### src/design/proximity_contact_table_assert.svh
// assertion macros for the proximity contact table
`ifndef PROXIMITY_CONTACT_TABLE_ASSERT_SVH
`define PROXIMITY_CONTACT_TABLE_ASSERT_SVH

`ifndef NO_ASSERTIONS
`define PTC_ASSERT(lbl, clk, rst_n, prop, msg) \
    lbl: assert property (@(posedge clk) disable iff (!rst_n) (prop)) else $error(msg);
`define PTC_ASSERT_NEXT(lbl, clk, rst_n, pre, post, msg) \
    lbl: assert property (@(posedge clk) disable iff (!rst_n) (pre) |=> (post)) else $error(msg);
`else
`define PTC_ASSERT(lbl, clk, rst_n, prop, msg)
`define PTC_ASSERT_NEXT(lbl, clk, rst_n, pre, post, msg)
`endif

`endif

### src/design/ptc_pkg.sv
package ptc_pkg;

    localparam int DEF_NEAR_DEPTH  = 64;
    localparam int DEF_CLOSE_DEPTH = 256;
    localparam int DEF_TIME_BITS   = 32;

    localparam int ADDR_BITS = 48;
    localparam int REG_BITS  = 31;

    localparam logic [REG_BITS-1:0] NEAR_WINDOW_RST = 31'd12000;
    localparam logic [REG_BITS-1:0] CLOSE_MIN_RST   = 31'd3000;
    localparam logic [REG_BITS-1:0] CLOSE_RET_RST   = 31'd12096000;

    localparam logic [1:0] REG_NEAR_WINDOW = 2'd0;
    localparam logic [1:0] REG_CLOSE_MIN   = 2'd1;
    localparam logic [1:0] REG_CLOSE_RET   = 2'd2;

    typedef enum logic [2:0] {
        OUT_NEW_NEAR   = 3'd0,
        OUT_TOO_SOON   = 3'd1,
        OUT_PROMOTED   = 3'd2,
        OUT_ALREADY    = 3'd3,
        OUT_NEAR_FULL  = 3'd4,
        OUT_CLOSE_FULL = 3'd5,
        OUT_READ       = 3'd6
    } outcome_t;

    typedef enum logic [2:0] {
        ST_IDLE,
        ST_SCAN,
        ST_DECIDE,
        ST_WRITE,
        ST_READ
    } state_t;

endpackage

### src/design/ptc_cell.sv
module ptc_cell import ptc_pkg::*; #(
    parameter int TIME_BITS = DEF_TIME_BITS
) (
    input  logic                 clk,
    input  logic                 rst_n,
    input  logic                 shift,
    input  logic                 d_valid,
    input  logic [ADDR_BITS-1:0] d_addr,
    input  logic [TIME_BITS-1:0] d_time,
    output logic                 q_valid,
    output logic [ADDR_BITS-1:0] q_addr,
    output logic [TIME_BITS-1:0] q_time
);

    logic                 valid_reg;
    logic [ADDR_BITS-1:0] addr_reg;
    logic [TIME_BITS-1:0] time_reg;

    always_ff @(posedge clk or negedge rst_n)
    begin
        if (!rst_n)
        begin
            valid_reg <= 1'b0;
        end
        else if (shift)
        begin
            valid_reg <= d_valid;
        end
    end

    always_ff @(posedge clk)
    begin
        if (shift)
        begin
            addr_reg <= d_addr;
            time_reg <= d_time;
        end
    end

    assign q_valid = valid_reg;
    assign q_addr  = addr_reg;
    assign q_time  = time_reg;

endmodule

### src/design/ptc_ring.sv
module ptc_ring import ptc_pkg::*; #(
    parameter int DEPTH     = DEF_NEAR_DEPTH,
    parameter int TIME_BITS = DEF_TIME_BITS
) (
    input  logic                 clk,
    input  logic                 rst_n,
    input  logic                 shift,
    input  logic                 tail_valid,
    input  logic [ADDR_BITS-1:0] tail_addr,
    input  logic [TIME_BITS-1:0] tail_time,
    output logic                 head_valid,
    output logic [ADDR_BITS-1:0] head_addr,
    output logic [TIME_BITS-1:0] head_time
);

    logic                 v [DEPTH];
    logic [ADDR_BITS-1:0] a [DEPTH];
    logic [TIME_BITS-1:0] t [DEPTH];

    // each cell takes its upper neighbour; the top cell takes the tail inputs, which the parent drives
    for (genvar i = 0; i < DEPTH; i++)
    begin : g_cell
        logic                 dv;
        logic [ADDR_BITS-1:0] da;
        logic [TIME_BITS-1:0] dt;
        if (i == DEPTH - 1)
        begin : g_tail
            assign dv = tail_valid;
            assign da = tail_addr;
            assign dt = tail_time;
        end
        else
        begin : g_mid
            assign dv = v[i+1];
            assign da = a[i+1];
            assign dt = t[i+1];
        end
        ptc_cell #(.TIME_BITS(TIME_BITS)) u_cell (
            .clk     (clk),
            .rst_n   (rst_n),
            .shift   (shift),
            .d_valid (dv),
            .d_addr  (da),
            .d_time  (dt),
            .q_valid (v[i]),
            .q_addr  (a[i]),
            .q_time  (t[i])
        );
    end

    assign head_valid = v[0];
    assign head_addr  = a[0];
    assign head_time  = t[0];

endmodule

### config.mk
export PLATFORM = sky130hd
export DESIGN_NAME = ptc_ring
export DESIGN_NICKNAME = d
export VERILOG_FILES = /design/src/design/proximity_contact_table_assert.svh /design/src/design/ptc_pkg.sv /design/src/design/ptc_cell.sv /design/src/design/ptc_ring.sv
export SDC_FILE = /design/constraint.sdc
export NUM_CORES = 2
export LEC_CHECK = 0
export BUFFER_PORTS_ARGS = -buffer_cell sky130_fd_sc_hd__buf_2
export CAP_MARGIN = 20
export CORE_ASPECT_RATIO = 2
export CORE_MARGIN = 2
export CORE_UTILIZATION = 53
export CTS_CLUSTER_SIZE = 20
export DETAILED_ROUTE_END_ITERATION = 10
export GPL_TIMING_DRIVEN = 0
export PLACE_DENSITY = 0.66
export SYNTH_ARGS = -nofsm -noshare
export SYNTH_HDL_FRONTEND = slang
export SYNTH_HIERARCHICAL = 1
export SYNTH_SLANG_ARGS = --single-unit
### constraint.sdc
create_clock -name clk -period 1 [get_ports clk]
set_input_delay 0.2 -clock clk [delete_from_list [all_inputs] [get_ports clk]]
set_output_delay 0.2 -clock clk [all_outputs]
set_load 0.02 [all_outputs]
Yosys cells after proc, flatten, opt, wreduce, memory -nomap -nowiden
Index checks and enable logic that the tools add are counted.
- flip-flop bits (word level): 5184
- bits in latches: 0
- bits in writable memories: 0
- bits in read-only memories: 0
- input port bits: 84
- word-level logic and storage cells: 192
- memories: 0
- $add $sub $neg: 0
- multipliers: 0
- divide/modulo/power cells: 0
- magnitude comparators: 0
- equality and inequality tests: 0
- shift operators: 0
- multiplexer cells: 0
- bitwise operators: 0
- reduce and logical (&&, ||, !) cells: 0

Longest topological paths before layout
- word-level depth: 0
- gate-level depth with buffers: 1

Hierarchy
Netlist, hierarchy kept.
- by module, submodules not included (module ; times used ; cells an instance ; area each (µm²)):
    ptc_cell ; 64 ; 82 ; 2442.3

Least setup slack after synthesis
OpenSTA, ideal clock, no wires.
- path type: flip-flop to flip-flop
- from: register, netlist name g_cell[0].u_cell/q_valid
- to: register g_cell[0].u_cell.valid_reg
- library setup time: 0.125 ns
- data arrival time: 0.710 ns
- required time: 0.875 ns
- path slack: 0.165 ns
- stages on the path, launching flop included: 2
- cell sequence: dfrtp_1 > mux2_4
- RTL lines (element ; line ; text):
    end signal, assigned ; ptc_cell.sv:27 ; valid_reg <= d_valid;
    end, declared ; ptc_cell.sv:15 ; logic valid_reg;

Worst setup path after layout
- from: register g_cell[0].u_cell.addr_reg[28]
- to: output port head_addr[28]
- RTL lines (element ; line ; text):
    start, declared ; ptc_cell.sv:16 ; logic [ADDR_BITS-1:0] addr_reg;
    start signal, assigned ; ptc_cell.sv:35 ; addr_reg <= d_addr;
    end, declared ; ptc_ring.sv:12 ; output logic [ADDR_BITS-1:0] head_addr,
No word-level cell between the ends.

==> results.yml <==
logic_synthesis:
  yosysMostFrequentCell: "edfxtp_1"
  yosysTopAreaCell: "edfxtp_1"
  ys_ff_latch: 5184
  yosys-top-cells-count: "edfxtp_1 (5120), dfrtp_1 (64), mux2_4 (64)"
  avgSynthCellArea_um2: 29.78
  syn_area_um2: 156300
  async_reset_ff_frac: 0.01235
  synth.top_cell.area_share: 0.9836
  synth_flop_cell: "edfxtp_1"
  yosysUniqueCellTypes: 3
  yosysSeqAreaShare: 0.9939
  ys_warn_count: 6
  yosys-top-cells-area: "edfxtp_1 (98%), dfrtp_1 (1.0%), mux2_4 (0.61%)"
  synth_edf_count: 5120
  synth_cells: 5248
  syn_nets: 5332
sta:
  fin_skew_ns: 0.02020
  fmax_mhz: 605.2
  holdWs_ns: 0.1464
  finalCritPeriodShare: 1.652
  setup_violations: 3459
  slew_viol_final: 0
  grt_setup_unrepaired: "yes"
  setup_slack_ns: -0.6522
  period_minus_slack_ns: 1.652
  hold_viol: 0
  slew_headroom: 0.1973
  tightest_slew_ns: 1.204
final_layout:
  stdcell_area_um2: 185700
  layout.nets: 6428
  syn2layout_area_growth_pct: 18.81
  layout-drive-gt1-share: 0.1757
  fin_util: 0.6311
cts:
  cts_tree: "done"
  ctsLongestPathBuffers: 4
  clock_sinks: 5184
  cts_buffers: 421
  root_buffer: "clkbuf_16"
  path_clk_slew_ns: 0.07
  htreeDepth: 5
  clock_latency_ns: 0.89
die:
  coreArea_um2: 294300
  die-area_um2: 299600
  rows: 282
  pin_count: 165
  start_util: 0.5312
  die_h_um: 772.0
  die_w_um: 388.0
worst_setup_path:
  crit_buf_inv: 1
  critical_path.max_stage_delay_ns: 0.42
  required_ns: 0.80
  worst_ep_arrival_time_ns: 1.45
  cp-start-kind: "flip-flop"
  cp_top_family: "flip-flops"
  crit_chain: "buf_6"
  worstSetupPathType: "reg -> out"
  endpoint_kind: "primary output"
  worst_path_max_delay_cell: "edfxtp_1"
  critPathMaxFanout: 1
flow_run:
  drv_cap: 0
routing:
  drc: 0
  wirelength_um: 173700
  avgViaCountPerCell: 4.877
  drt-initial-drc-count: 3404
  wl_per_cell_um: 16.50
  firstDrtPassIters: 4
  vias: 51340
  drt.antenna.violating_nets: 0
power_and_ir_drop:
  powerDensity_nw_per_um2: 2318
  p_leak_nw: 63.69
  peakVddDrop_mv: 1.789
grt:
  grt_pass1_vias: 51990
  globalRoute.totalOverflow: 0
  grt_usage: 0.1112
  grt_pass1_wl_um: 272200
  grt_max_degree: 216
  antenna_found_initial: 4
place:
  place_area_um2: 162800
  gp_congestion: 0.6116
  io_buffers: 164
  place_ws_ns: -8.661
  dp_hpwl_um: 59920
status:
  run_status: "finished with violations"
  violations: "negative setup slack"
min_path:
  hold_class: "in -> reg"
## state kept, by name, summed over array words and instances, names as in the netlist
signal / count
g_cell.u_cell/q_addr: 3072
g_cell.u_cell/q_valid: 64
g_cell.u_cell/q_time: 2048
## path summary, 6_finish.rpt
| check | slack [ns] | cells past startpoint | end | startpoint |
|---|---|---|---|---|
| min in group asynchronous | 0.46 | 3 | g_cell[53].u_cell/q_valid$_DFFE_PN0P_ | rst_n |
| setup reg to reg | 0.21 | 1 | g_cell[54].u_cell/q_valid$_DFFE_PN0P_ | g_cell[54].u_cell/q_valid$_DFFE_PN0P_ |
| hold / removal | 0.15 | 4 | g_cell[35].u_cell/q_time[28]$_DFFE_PP_ | shift |
| setup / recovery | -0.65 | 1 | head_addr[28] | g_cell[0].u_cell/q_addr[28]$_DFFE_PP_ |
| max in group asynchronous | 0.07 | 3 | g_cell[50].u_cell/q_valid$_DFFE_PN0P_ | rst_n |
| hold reg to reg | 0.40 | 0 | g_cell[56].u_cell/q_addr[8]$_DFFE_PP_ | g_cell[57].u_cell/q_addr[8]$_DFFE_PP_ |
## layout make-up
| cell class | instances | area [um2] |
|---|---|---|
| Sequential cell | 5184 | 155300 |
| Fill cell | 19140 | 108600 |
| Clock buffer | 498 | 11060 |
| Timing Repair Buffer | 673 | 10790 |
| Tap cell | 3834 | 4797 |
| Clock inverter | 273 | 2761 |
| Multi-Input combinational cell | 64 | 960.9 |
| Antenna cell | 1 | 2.502 |
## kinds of logic (layout without fill, tap and decap cells)
kind of cell,after synthesis,count (layout),share of synthesized area
muxes,64,64,0.006148
buffers and inverters,0,1444,0
other,0,1,0
DFF,5184,5184,0.9939
## stage by stage
step | total power, mW | instances | setup TNS, ns
global route | 447.4 | 10530 | -676.69
global placement | 248.0 | 9246 | -
CTS | 437.3 | 10470 | -1317.71
floorplan | 260.4 | 5248 | 0
finish | 430.4 | 10530 | -743.16
detailed placement | 266.7 | 9276 | -
## placed cells by master, fill, tap and decap left out, types with 7 or more instances in the layout
cell           Yosys  final
edfxtp_1        5120   5120
clkbuf_16          0    464
dlygate4sd3_1      0    168
buf_16             0    130
buf_2              0    119
clkinv_1           0    100
clkinv_2           0     80
clkbuf_1           0     64
buf_6              0     64
mux2_4            64     64
dfrtp_1           64     64
bufbuf_16          0     56
bufinv_16          0     54
buf_12             0     52
buf_4              0     34
clkinvlp_4         0     20
buf_8              0     16
inv_6              0      7
## per-layer routing
layer,vias to the layer above,share of wire,GRT usage
li1,23730,-,-
met1,26480,0.45,0.1560
met2,740,0.47,0.1731
met3,390,0.041,0.02390
met4,0,0.032,0.04450
met5,-,0,0
## power by group
| group | internal (mW) | leakage, nW | total [mW] | switching [mW] |
|---|---|---|---|---|
| Combinational | 4.71 | 5.99 | 10.1 | 5.42 |
| Clock | 93.0 | 6.74 | 164 | 71.4 |
| Sequential | 253 | 51.0 | 256 | 3.09 |
## what timing repair did
| item | 4_1_cts | 5_1_grt |
|---|---|---|
| hold buffers | 168 | 0 |
| endpoints found under the hold margin | 157 | 0 |
| endpoints found under the setup margin | 5019 | 4037 |
| resized for setup | 128 | 140 |
| setup buffers | 87 | 17 |
| gates cloned | 164 | 57 |
No activity file was read; power rests on OpenSTA's default activity.
